`config.mk`:
```
export PLATFORM = sky130hd
export DESIGN_NAME = combined_lcg_shuffle_rng
export DESIGN_NICKNAME = d
export VERILOG_FILES = /design/src/design/clsr_pkg.sv /design/src/design/clsr_ram.sv /design/src/design/clsr_lcg.sv /design/src/design/clsr_slot.sv /design/src/design/clsr_frac.sv /design/src/design/combined_lcg_shuffle_rng.sv
export SDC_FILE = /design/constraint.sdc
export NUM_CORES = 2
export LEC_CHECK = 0
export BUFFER_PORTS_ARGS = -buffer_cell sky130_fd_sc_hd__buf_2
export CELL_PAD_IN_SITES_DETAIL_PLACEMENT = 1
export CELL_PAD_IN_SITES_GLOBAL_PLACEMENT = 1
export CORE_MARGIN = 5
export CORE_UTILIZATION = 58
export DETAILED_ROUTE_END_ITERATION = 8
export PLACE_DENSITY_LB_ADDON = 0.15
export SLEW_MARGIN = 20
export SYNTH_ARGS = -nofsm -noshare
export SYNTH_HDL_FRONTEND = slang
export SYNTH_SLANG_ARGS = --single-unit
```
`constraint.sdc`:
```
create_clock -name clk_i -period 11.3 [get_ports clk_i]
set_input_delay 0.565 -clock clk_i [delete_from_list [all_inputs] [get_ports clk_i]]
set_output_delay 0.565 -clock clk_i [all_outputs]
set_load 0.01 [all_outputs]
```
`src/design/clsr_pkg.sv`:
```
// Shared types and constants for the combined shuffled random generator.
// Used by every module of the block but the RAM; no dependencies of its own.

package clsr_pkg;

  localparam int unsigned TABLE_DEPTH = 32;
  localparam int unsigned IDX_W       = $clog2(TABLE_DEPTH);
  localparam int unsigned WARM_STEPS  = TABLE_DEPTH + 8;
  localparam int unsigned WARM_W      = $clog2(WARM_STEPS);

  localparam int unsigned VAL_W      = 31;
  localparam int unsigned FRAC_W     = 24;
  localparam int unsigned FRAC_SHIFT = VAL_W - FRAC_W;
  localparam int unsigned MUL_W      = 16;
  localparam int unsigned FOLD_W     = 8;
  localparam int unsigned LANES      = 2;

  // Both moduli sit just below 2^31: 2^31 - fold constant
  localparam logic [VAL_W-1:0]  MOD_ONE  = 31'd2147483563;
  localparam logic [VAL_W-1:0]  MOD_TWO  = 31'd2147483399;
  localparam logic [FOLD_W-1:0] FOLD_ONE = 8'd85;
  localparam logic [FOLD_W-1:0] FOLD_TWO = 8'd249;
  localparam logic [MUL_W-1:0]  MUL_ONE  = 16'd40014;
  localparam logic [MUL_W-1:0]  MUL_TWO  = 16'd40692;

  localparam logic [MUL_W-1:0]  LCG_MUL  [LANES] = '{MUL_ONE, MUL_TWO};
  localparam logic [VAL_W-1:0]  LCG_MOD  [LANES] = '{MOD_ONE, MOD_TWO};
  localparam logic [FOLD_W-1:0] LCG_FOLD [LANES] = '{FOLD_ONE, FOLD_TWO};

  localparam logic [VAL_W-1:0]  WRAP_ADD = 31'd2147483562;
  localparam logic [FRAC_W-1:0] FRAC_MAX = 24'd16777214;

  // Slot index = value / SLOT_DIV via reciprocal multiply plus one correction
  localparam logic [63:0] SLOT_DIV     = 64'(WRAP_ADD) / 64'(TABLE_DEPTH) + 64'd1;
  localparam int unsigned SLOT_SHIFT   = 40;
  localparam logic [63:0] SLOT_RECIP   = (64'd1 << SLOT_SHIFT) / SLOT_DIV;
  localparam int unsigned SLOT_RECIP_W = $clog2(SLOT_RECIP + 64'd1);
  localparam int unsigned SLOT_Q_W     = $clog2(TABLE_DEPTH + 1);

  typedef enum logic [3:0] {
    ST_IDLE,
    ST_SEED,
    ST_WARM_ISSUE,
    ST_WARM_WAIT,
    ST_DRAW,
    ST_DRAW_WAIT,
    ST_MIX,
    ST_FRAC,
    ST_FRAC_WAIT,
    ST_OUT
  } clsr_state_e;

endpackage

```
`src/design/clsr_ram.sv`:
```
// Generic single-write, single-read synchronous RAM with registered read data.
// No package dependency.

module clsr_ram #(
  parameter int unsigned DEPTH = 32,
  parameter int unsigned WIDTH = 31
) (
  input  logic                     clk_i,
  input  logic                     we_i,
  input  logic [$clog2(DEPTH)-1:0] waddr_i,
  input  logic [WIDTH-1:0]         wdata_i,
  input  logic                     re_i,
  input  logic [$clog2(DEPTH)-1:0] raddr_i,
  output logic [WIDTH-1:0]         rdata_o
);

  logic [WIDTH-1:0] mem [DEPTH];
  logic [WIDTH-1:0] rdata_q;

  always_ff @(posedge clk_i) begin
    if (we_i) begin
      mem[waddr_i] <= wdata_i;
    end
  end

  always_ff @(posedge clk_i) begin
    if (re_i) begin
      rdata_q <= mem[raddr_i];
    end
  end

  assign rdata_o = rdata_q;

endmodule

```
`src/design/clsr_lcg.sv`:
```
// Two-lane pipelined modular multiplier stepping both generators, registered as product, fold and reduced result.
// Depends on clsr_pkg for multipliers, moduli and fold constants.

module clsr_lcg (
  input  logic                      clk_i,
  input  logic                      rst_ni,
  input  logic                      valid_i,
  input  logic [clsr_pkg::VAL_W-1:0] x1_i,
  input  logic [clsr_pkg::VAL_W-1:0] x2_i,
  output logic                      valid_o,
  output logic [clsr_pkg::VAL_W-1:0] y1_o,
  output logic [clsr_pkg::VAL_W-1:0] y2_o
);
  import clsr_pkg::*;

  localparam int unsigned PROD_W = VAL_W + MUL_W;

  logic [VAL_W-1:0]  x       [LANES];
  logic [PROD_W-1:0] prod_q  [LANES];
  logic [VAL_W:0]    fold_q  [LANES];
  logic [VAL_W:0]    fold2   [LANES];
  logic [VAL_W-1:0]  res_q   [LANES];
  logic [2:0]        vld_q;

  assign x[0] = x1_i;
  assign x[1] = x2_i;

  // Second fold and conditional subtract; the fold result is below 2^31
  always_comb begin
    for (int l = 0; l < LANES; l++) begin
      if (fold_q[l][VAL_W]) begin
        fold2[l] = (VAL_W+1)'(LCG_FOLD[l]) + (VAL_W+1)'(fold_q[l][VAL_W-1:0]);
      end else begin
        fold2[l] = (VAL_W+1)'(fold_q[l][VAL_W-1:0]);
      end
    end
  end

  always_ff @(posedge clk_i) begin
    for (int l = 0; l < LANES; l++) begin
      prod_q[l] <= PROD_W'(x[l]) * PROD_W'(LCG_MUL[l]);
      // 2^31 == fold constant (mod m): fold the high part back in
      fold_q[l] <= (VAL_W+1)'(prod_q[l][PROD_W-1:VAL_W]) * (VAL_W+1)'(LCG_FOLD[l])
                 + (VAL_W+1)'(prod_q[l][VAL_W-1:0]);
      if (fold2[l] >= (VAL_W+1)'(LCG_MOD[l])) begin
        res_q[l] <= VAL_W'(fold2[l] - (VAL_W+1)'(LCG_MOD[l]));
      end else begin
        res_q[l] <= VAL_W'(fold2[l]);
      end
    end
  end

  always_ff @(posedge clk_i or negedge rst_ni) begin
    if (!rst_ni) begin
      vld_q <= '0;
    end else begin
      vld_q <= {vld_q[1:0], valid_i};
    end
  end

  assign valid_o = vld_q[2];
  assign y1_o    = res_q[0];
  assign y2_o    = res_q[1];

endmodule

```
`src/design/clsr_slot.sv`:
```
// Shuffle slot index: previous output divided by the slot width, registered as product, estimate and clamped slot.
// Depends on clsr_pkg for the divisor, its reciprocal and the table depth.

module clsr_slot (
  input  logic                      clk_i,
  input  logic                      rst_ni,
  input  logic                      valid_i,
  input  logic [clsr_pkg::VAL_W-1:0] x_i,
  output logic                      valid_o,
  output logic [clsr_pkg::IDX_W-1:0] slot_o
);
  import clsr_pkg::*;

  localparam int unsigned PW = VAL_W + SLOT_RECIP_W;

  logic [PW-1:0]       prod_q;
  logic [VAL_W-1:0]    x1_q;
  logic [VAL_W-1:0]    x2_q;
  logic [SLOT_Q_W-1:0] qe;
  logic [SLOT_Q_W-1:0] qe_q;
  logic [VAL_W:0]      qd_q;
  logic [VAL_W:0]      rem;
  logic [SLOT_Q_W:0]   q;
  logic [IDX_W-1:0]    slot_q;
  logic [2:0]          vld_q;

  // Estimate is exact or one short
  assign qe  = SLOT_Q_W'(prod_q >> SLOT_SHIFT);
  assign rem = {1'b0, x2_q} - qd_q;

  always_comb begin
    q = (SLOT_Q_W+1)'(qe_q);
    if (rem >= (VAL_W+1)'(SLOT_DIV)) begin
      q = q + (SLOT_Q_W+1)'(1);
    end
  end

  always_ff @(posedge clk_i) begin
    prod_q <= PW'(x_i) * PW'(SLOT_RECIP);
    x1_q   <= x_i;
    qe_q   <= qe;
    qd_q   <= (VAL_W+1)'(qe) * (VAL_W+1)'(SLOT_DIV);
    x2_q   <= x1_q;
    // Clamp to the last slot
    if (q >= (SLOT_Q_W+1)'(TABLE_DEPTH)) begin
      slot_q <= IDX_W'(TABLE_DEPTH - 1);
    end else begin
      slot_q <= q[IDX_W-1:0];
    end
  end

  always_ff @(posedge clk_i or negedge rst_ni) begin
    if (!rst_ni) begin
      vld_q <= '0;
    end else begin
      vld_q <= {vld_q[1:0], valid_i};
    end
  end

  assign valid_o = vld_q[2];
  assign slot_o  = slot_q;

endmodule

```
`src/design/clsr_frac.sv`:
```
// Q0.24 fraction raw*2^24/MOD_ONE, clamped, via remainder and result registers; result holds.
// Depends on clsr_pkg for the modulus, fold constant and clamp value.

module clsr_frac (
  input  logic                       clk_i,
  input  logic                       rst_ni,
  input  logic                       valid_i,
  input  logic [clsr_pkg::VAL_W-1:0]  raw_i,
  output logic                       valid_o,
  output logic [clsr_pkg::FRAC_W-1:0] frac_o
);
  import clsr_pkg::*;

  logic [FRAC_W-1:0] q0;
  logic [FRAC_W-1:0] q0_q;
  logic [VAL_W:0]    rem_q;
  logic [FRAC_W:0]   q1;
  logic [FRAC_W-1:0] frac_q;
  logic              v1_q;
  logic              v2_q;

  assign q0 = raw_i[VAL_W-1:FRAC_SHIFT];

  // raw*2^24 - q0*MOD_ONE stays below 2*MOD_ONE, so one correction step
  always_comb begin
    q1 = {1'b0, q0_q};
    if (rem_q >= (VAL_W+1)'(MOD_ONE)) begin
      q1 = q1 + (FRAC_W+1)'(1);
    end
  end

  always_ff @(posedge clk_i) begin
    if (valid_i) begin
      q0_q  <= q0;
      rem_q <= (VAL_W+1)'({raw_i[FRAC_SHIFT-1:0], {FRAC_W{1'b0}}})
             + (VAL_W+1)'(q0) * (VAL_W+1)'(FOLD_ONE);
    end
    if (v1_q) begin
      if (q1 > (FRAC_W+1)'(FRAC_MAX)) begin
        frac_q <= FRAC_MAX;
      end else begin
        frac_q <= q1[FRAC_W-1:0];
      end
    end
  end

  always_ff @(posedge clk_i or negedge rst_ni) begin
    if (!rst_ni) begin
      v1_q <= 1'b0;
      v2_q <= 1'b0;
    end else begin
      v1_q <= valid_i;
      v2_q <= v1_q;
    end
  end

  assign valid_o = v2_q;
  assign frac_o  = frac_q;

endmodule

```
`src/design/combined_lcg_shuffle_rng.sv`:
```
// Draw: one draw in flight, so a new request is accepted only after the last
// result is loaded into the output register (modular multiplier, table read
// and write-back, fraction scaling). A reseed, or the first draw after
// reset, first runs 40 warm-up steps through the multiplier.
// Reset clears control state and sets the seed to 1; the shuffle table needs
// no clearing, the warm-up fills it before any read.

module combined_lcg_shuffle_rng (
  input  logic                      clk_i,
  input  logic                      rst_ni,
  input  logic                      cfg_we_i,
  input  logic [clsr_pkg::VAL_W-1:0] cfg_wdata_i,    // seed_value
  input  logic                      s_axis_tvalid,
  output logic                      s_axis_tready,
  input  logic [7:0]                s_axis_tdata,   // [0] reseed
  output logic                      m_axis_tvalid,
  input  logic                      m_axis_tready,
  output logic [55:0]               m_axis_tdata    // [30:0] raw_value, [54:31] fraction
);
  import clsr_pkg::*;

  clsr_state_e       state_q, state_d;
  logic [VAL_W-1:0]  seed_q;
  logic [VAL_W-1:0]  g1_q, g1_d;
  logic [VAL_W-1:0]  g2_q, g2_d;
  logic [VAL_W-1:0]  last_q, last_d;
  logic              init_q, init_d;
  logic [WARM_W-1:0] warm_q, warm_d;
  logic [IDX_W-1:0]  slot_q, slot_d;

  logic              out_valid_q;
  logic [VAL_W-1:0]  out_raw_q;
  logic [FRAC_W-1:0] out_frac_q;
  logic              out_load;

  logic              lcg_vld, lcg_vld_o;
  logic [VAL_W-1:0]  y1, y2;
  logic              slot_vld, slot_vld_o;
  logic [IDX_W-1:0]  slot_o;
  logic              frac_vld, frac_vld_o;
  logic [FRAC_W-1:0] frac_o;

  logic              ram_we, ram_re;
  logic [IDX_W-1:0]  ram_waddr;
  logic [VAL_W-1:0]  ram_wdata, ram_rdata;

  logic [VAL_W-1:0]  seed_mod, seed_red;
  logic [VAL_W+1:0]  diff;
  logic [VAL_W+1:0]  mix_full;
  logic [VAL_W-1:0]  mix;

  clsr_lcg u_lcg (
    .clk_i   (clk_i),
    .rst_ni  (rst_ni),
    .valid_i (lcg_vld),
    .x1_i    (g1_q),
    .x2_i    (g2_q),
    .valid_o (lcg_vld_o),
    .y1_o    (y1),
    .y2_o    (y2)
  );

  clsr_slot u_slot (
    .clk_i   (clk_i),
    .rst_ni  (rst_ni),
    .valid_i (slot_vld),
    .x_i     (last_q),
    .valid_o (slot_vld_o),
    .slot_o  (slot_o)
  );

  clsr_frac u_frac (
    .clk_i   (clk_i),
    .rst_ni  (rst_ni),
    .valid_i (frac_vld),
    .raw_i   (last_q),
    .valid_o (frac_vld_o),
    .frac_o  (frac_o)
  );

  clsr_ram #(
    .DEPTH (TABLE_DEPTH),
    .WIDTH (VAL_W)
  ) u_table (
    .clk_i   (clk_i),
    .we_i    (ram_we),
    .waddr_i (ram_waddr),
    .wdata_i (ram_wdata),
    .re_i    (ram_re),
    .raddr_i (slot_o),
    .rdata_o (ram_rdata)
  );

  // Reduce the seed once below MOD_ONE; zero becomes one
  always_comb begin
    if (seed_q >= MOD_ONE) begin
      seed_mod = seed_q - MOD_ONE;
    end else begin
      seed_mod = seed_q;
    end
    if (seed_mod == '0) begin
      seed_red = VAL_W'(1);
    end else begin
      seed_red = seed_mod;
    end
  end

  // Table entry minus second generator, wrapped into 1..WRAP_ADD
  always_comb begin
    diff = {2'b00, ram_rdata} - {2'b00, g2_q};
    if ($signed(diff) < $signed((VAL_W+2)'(1))) begin
      mix_full = diff + (VAL_W+2)'(WRAP_ADD);
    end else begin
      mix_full = diff;
    end
    mix = mix_full[VAL_W-1:0];
  end

  always_comb begin
    state_d   = state_q;
    g1_d      = g1_q;
    g2_d      = g2_q;
    last_d    = last_q;
    init_d    = init_q;
    warm_d    = warm_q;
    slot_d    = slot_q;
    lcg_vld   = 1'b0;
    slot_vld  = 1'b0;
    frac_vld  = 1'b0;
    ram_we    = 1'b0;
    ram_re    = 1'b0;
    ram_waddr = slot_q;
    ram_wdata = g1_q;
    out_load  = 1'b0;
    case (state_q)
      ST_IDLE: begin
        if (s_axis_tvalid) begin
          if (s_axis_tdata[0] || init_q) begin
            state_d = ST_SEED;
          end else begin
            state_d = ST_DRAW;
          end
        end
      end
      ST_SEED: begin
        g1_d    = seed_red;
        g2_d    = seed_red;
        warm_d  = WARM_W'(WARM_STEPS - 1);
        state_d = ST_WARM_ISSUE;
      end
      ST_WARM_ISSUE: begin
        lcg_vld = 1'b1;
        state_d = ST_WARM_WAIT;
      end
      ST_WARM_WAIT: begin
        if (lcg_vld_o) begin
          g1_d = y1;
          // The last TABLE_DEPTH steps fill the table from the top down
          if (warm_q < WARM_W'(TABLE_DEPTH)) begin
            ram_we    = 1'b1;
            ram_waddr = warm_q[IDX_W-1:0];
            ram_wdata = y1;
          end
          if (warm_q == '0) begin
            last_d  = y1;
            init_d  = 1'b0;
            state_d = ST_DRAW;
          end else begin
            warm_d  = warm_q - WARM_W'(1);
            state_d = ST_WARM_ISSUE;
          end
        end
      end
      ST_DRAW: begin
        lcg_vld  = 1'b1;
        slot_vld = 1'b1;
        state_d  = ST_DRAW_WAIT;
      end
      ST_DRAW_WAIT: begin
        if (lcg_vld_o) begin
          g1_d    = y1;
          g2_d    = y2;
          slot_d  = slot_o;
          ram_re  = 1'b1;
          state_d = ST_MIX;
        end
      end
      ST_MIX: begin
        // Read done last cycle; write the new first generator value back
        last_d  = mix;
        ram_we  = 1'b1;
        state_d = ST_FRAC;
      end
      ST_FRAC: begin
        frac_vld = 1'b1;
        state_d  = ST_FRAC_WAIT;
      end
      ST_FRAC_WAIT: begin
        if (frac_vld_o) begin
          state_d = ST_OUT;
        end
      end
      ST_OUT: begin
        if (!out_valid_q || m_axis_tready) begin
          out_load = 1'b1;
          state_d  = ST_IDLE;
        end
      end
      default: begin
        state_d = ST_IDLE;
      end
    endcase
  end

  always_ff @(posedge clk_i or negedge rst_ni) begin
    if (!rst_ni) begin
      state_q <= ST_IDLE;
      seed_q  <= VAL_W'(1);
      g1_q    <= '0;
      g2_q    <= '0;
      last_q  <= '0;
      init_q  <= 1'b1;
      warm_q  <= '0;
      slot_q  <= '0;
    end else begin
      state_q <= state_d;
      if (cfg_we_i) begin
        seed_q <= cfg_wdata_i;
      end
      g1_q   <= g1_d;
      g2_q   <= g2_d;
      last_q <= last_d;
      init_q <= init_d;
      warm_q <= warm_d;
      slot_q <= slot_d;
    end
  end

  always_ff @(posedge clk_i or negedge rst_ni) begin
    if (!rst_ni) begin
      out_valid_q <= 1'b0;
    end else if (out_load) begin
      out_valid_q <= 1'b1;
    end else if (m_axis_tready) begin
      out_valid_q <= 1'b0;
    end
  end

  always_ff @(posedge clk_i) begin
    if (out_load) begin
      out_raw_q  <= last_q;
      out_frac_q <= frac_o;
    end
  end

  assign s_axis_tready = (state_q == ST_IDLE);
  assign m_axis_tvalid = out_valid_q;
  assign m_axis_tdata  = {1'b0, out_frac_q, out_raw_q};

`ifndef NO_ASSERTIONS
  // Slot divider and generator step must finish in the same cycle
  assert property (@(posedge clk_i) disable iff (!rst_ni) slot_vld_o |-> lcg_vld_o)
    else $error("slot result without generator result");

  // Mixing uses table data read in the cycle before
  assert property (@(posedge clk_i) disable iff (!rst_ni)
    (state_q == ST_MIX) |-> $past(ram_re))
    else $error("mix without a table read");

  // An accepted transaction always leaves idle
  assert property (@(posedge clk_i) disable iff (!rst_ni)
    (s_axis_tvalid && s_axis_tready) |=> (state_q != ST_IDLE))
    else $error("accepted transaction dropped");

  // Fraction results only arrive while waiting for them
  assert property (@(posedge clk_i) disable iff (!rst_ni)
    frac_vld_o |-> (state_q == ST_FRAC_WAIT))
    else $error("unexpected fraction result");
`endif

endmodule

```
==> impl_metrics.env <==
export IMPL_post_cts_resized=0
export IMPL_worst_path_max_fanout=8
export IMPL_track_usage=0.334
export IMPL_reg2regPathDepth=23
export IMPL_overflow=0
export IMPL_tritoncts="built"
export IMPL_ys_ff_latch=1611
export IMPL_startpoint="g2_q[7]$_DFFE_PN0P_"
export IMPL_ys_seq_area_frac=0.503
export IMPL_clock_sinks=1611
export IMPL_rr_endpoint="u_lcg.prod_q[0][91]$_DFF_P_"
export IMPL_clk_latency_ns=0.84
export IMPL_avgViaCountPerCell=6.31
export IMPL_crit_cells=23
export IMPL_die_h_um=401
export IMPL_slowest_delay_ns=0.75
export IMPL_setup_worst_path_class="register to register"
export IMPL_h_tree_depth=4
export IMPL_finalNonFillerCells=8967
export IMPL_drtIter0Drc=5958
export IMPL_fmax_mhz=135
export IMPL_status="complete, but fails checks"
export IMPL_synth_cells=6596
export IMPL_period_needed_ns=7.39
export IMPL_area_delta_synth_final_pct=10.5
export IMPL_slew_headroom=0.194
export IMPL_antenna_found_initial=19
export IMPL_initial_utilization=0.584
export IMPL_cp_common_cell="fa_1"
export IMPL_reg2reg_slack_ns=3.91
export IMPL_syn_area_sq_um=88700
export IMPL_async_flop_share=0.0906
export IMPL_rsz0062_at_grt="no"
export IMPL_postCtsSetupBuffers=0
export IMPL_min_path_type="input port to register"
export IMPL_hpwl_um=178000
export IMPL_crit_chain="fa_1, ha_1, inv_1, fa_1, fa_1, inv_1, fa_1, inv_1, fa_1, inv_1, ha_1, o211ai_1, nand2_1, o41ai_1, o311ai_0, a31oi_1, o211a_1, nor2_1, o21ai_0, o31ai_1, o21ai_0, o21ai_0, xor2_1"
export IMPL_ioPinCount=102
export IMPL_port_buffers=93
export IMPL_wire_per_inst_um=29.9
export IMPL_drt_pass1_iter_count=7
export IMPL_cp_data_arrival_time_ns=8.11
export IMPL_clk_pin_slew_worst_paths_ns=0.06
export IMPL_grt_max_degree=98
export IMPL_routed_wl_um=268000
export IMPL_cts_made_buffers=167
export IMPL_cts_max_path_buffers=3
export IMPL_coreArea_sq_um=152000
export IMPL_post_route_util=0.645
export IMPL_r2r_start="g2_q[7]$_DFFE_PN0P_"
export IMPL_maxCapViolations=0
export IMPL_nNetsFinal=7964
export IMPL_die_w_um=401
export IMPL_min_delay_start="cfg_wdata_i[16]"
export IMPL_skew_ns=0.0810
export IMPL_critPathCapture="u_lcg.prod_q[0][91]$_DFF_P_"
export IMPL_yosys_cell_types_count=107
export IMPL_synth_warnings=0
export IMPL_setup_tns_ns=0
export IMPL_violations="design-rule violations"
export IMPL_grt_pass1_wl_um=400000
export IMPL_design_die_area_sq_um=161000
export IMPL_slowest_stage="o311ai_0"
export IMPL_crit_family="adder cells"
export IMPL_drv_slew=0
export IMPL_clockRootBuffer="clkbuf_16"
export IMPL_crit_buf_inv=4
export IMPL_grt_pass1_vias=60300
export IMPL_finalSetupViolations=0
export IMPL_synth_edff_count=1156
export IMPL_num_rows=143
export IMPL_hold_viol=0
export IMPL_drcViolationCount=1
export IMPL_startpoint_type="register"
export IMPL_tightestPinTransition_ns=1.21
export IMPL_drive_gt1_frac=0.132
export IMPL_placed_cells=8619
export IMPL_ant_nets=0
export IMPL_period_share=0.654
export IMPL_syn_nets=7770
export IMPL_crit_path_end_kind="register"
export IMPL_cp_required_ns=12.03
export IMPL_hold_slack_ns=0.0755
export IMPL_gp_congestion=0.931
export IMPL_avgSynthCellArea_sq_um=13.4
export IMPL_synth_flop_cell="edfxtp_1"
export IMPL_num_vias=56600
[what timing repair did]
item,CTS,global route
endpoints found under the hold margin,105,0
endpoints found under the setup margin,0,0
hold buffers,31,0
[cells in the final DEF (no fill, tap or decap), types with 37 or more instances in the layout]
cell and n:
edfxtp_1 1156, nand2_1 328, nand2b_1 47, o21ai_0 189, ha_1 621, and3_1 50, dfxtp_1 304, dfrtp_1 144
fa_1 509, mux4_2 310, nand4_1 41, xor2_1 116, nand3_1 98, a21o_1 78, o21a_1 51, inv_1 914
buf_4 68, clkbuf_1 38, nor3_1 64, clkbuf_16 169, nor2_1 289, nor2_4 37, a211oi_1 48, a21oi_1 277
mux2_2 71, buf_2 92, xnor2_1 181
[flip-flops by register name (all words and copies together) (netlist names), 29 cells and up]
register         cells
last_q              31
g1_q                31
seed_q              31
u_lcg.fold_q        64
u_lcg.res_q         62
u_frac.rem_q        32
out_raw_q           31
u_slot.x2_q         29
u_table.rdata_o     31
u_slot.x1_q         30
u_lcg.prod_q        91
u_table.mem        992
g2_q                31
[metrics by stage]
step | setup WS, ns | instance area [sq um]
3_5_place_dp | 3.91 | 91900
3_3_place_gp | 4.01 | 91900
6_report | 3.91 | 97900
2_1_floorplan | 5.05 | 88700
4_1_cts | 3.93 | 97800
5_1_grt | 3.58 | 97900
[cells in the mapped netlist (all sizes together), types with 18 or more instances]
cell,number,area [sq um]
nand4,42,278
xor2,116,1020
nand2b,47,294
a21oi,285,1460
xnor2,182,1600
o221ai,18,164
nor3b,30,230
buf,43,186
a211oi,49,373
o211ai,27,208
mux4,310,6980
or2,19,119
mux2,72,811
nand3,98,490
fa,509,10200
and2,18,113
dfxtp,309,6190
nor2,326,1220
nand2,340,1280
clkbuf,126,473
nor3,66,330
dfrtp,144,3600
o21a,51,383
a21o,78,586
o21ai,207,1040
or3,25,161
and3,50,313
ha,621,7770
a31oi,23,144
inv,916,3440
edfxtp,1156,34700
o21bai,22,165
nor2b,27,169
nor4,26,184
[how the worst min path moves through the flow]
stage,end,cells after the start
after global placement,u_slot.x2_q[16]$_DFF_P_,0
after floorplan,g1_q[0]$_DFFE_PN0P_,0
final,seed_q[16]$_DFFE_PN0P_,2
after detailed placement,u_slot.x2_q[14]$_DFF_P_,0
after CTS,seed_q[16]$_DFFE_PN0P_,2
after global routing,seed_q[16]$_DFFE_PN0P_,2
[per-layer routing]
layer / vias to the layer above / share of wire / global-route usage / routed length [um]
met3: 636 / 0.089 / 0.0698 / 24000
met2: 2918 / 0.48 / 0.550 / 130000
met1: 29100 / 0.38 / 0.442 / 102000
met5: - / 0.00035 / 0 / 93
met4: 12 / 0.045 / 0.126 / 12000
li1: 23900 / - / - / -
[worst reg2reg max path: cells and delay by family, from the launching register on]
| kind | cells | cell delay (ns) |
|---|---|---|
| AND/OR/NAND/NOR | 2 | 0.19 |
| XOR/XNOR | 1 | 0.16 |
| AO/OA/AOI/OAI | 9 | 2.87 |
| buffers and inverters | 4 | 0.20 |
| flip-flops | 1 | 0.73 |
| adder cells (fa/ha/maj) | 7 | 3.21 |
[cell families after synthesis]
family,after synthesis,share of synthesized area
xor+xnor,298,0.0295
flops,1611,0.503
simple gates,1164,0.0633
compound gates,910,0.0662
buf+inv,1085,0.0462
mux,397,0.0896
other cells,1,0.0000423
fa+ha+maj,1130,0.203
[cell type report]
type	instances	area [sq um]
Fill cell	14400	54000
Sequential cell	1611	44600
Multi-Input combinational cell	3900	40400
Clock buffer	212	4440
Inverter	916	3440
Tap cell	2030	2540
Timing Repair Buffer	194	1340
Clock inverter	99	1200
Antenna cell	5	12.5
Power is left out: the tool's default activity adds up to more than one toggle a clock period on the data nets, which glitch-free logic cannot reach.
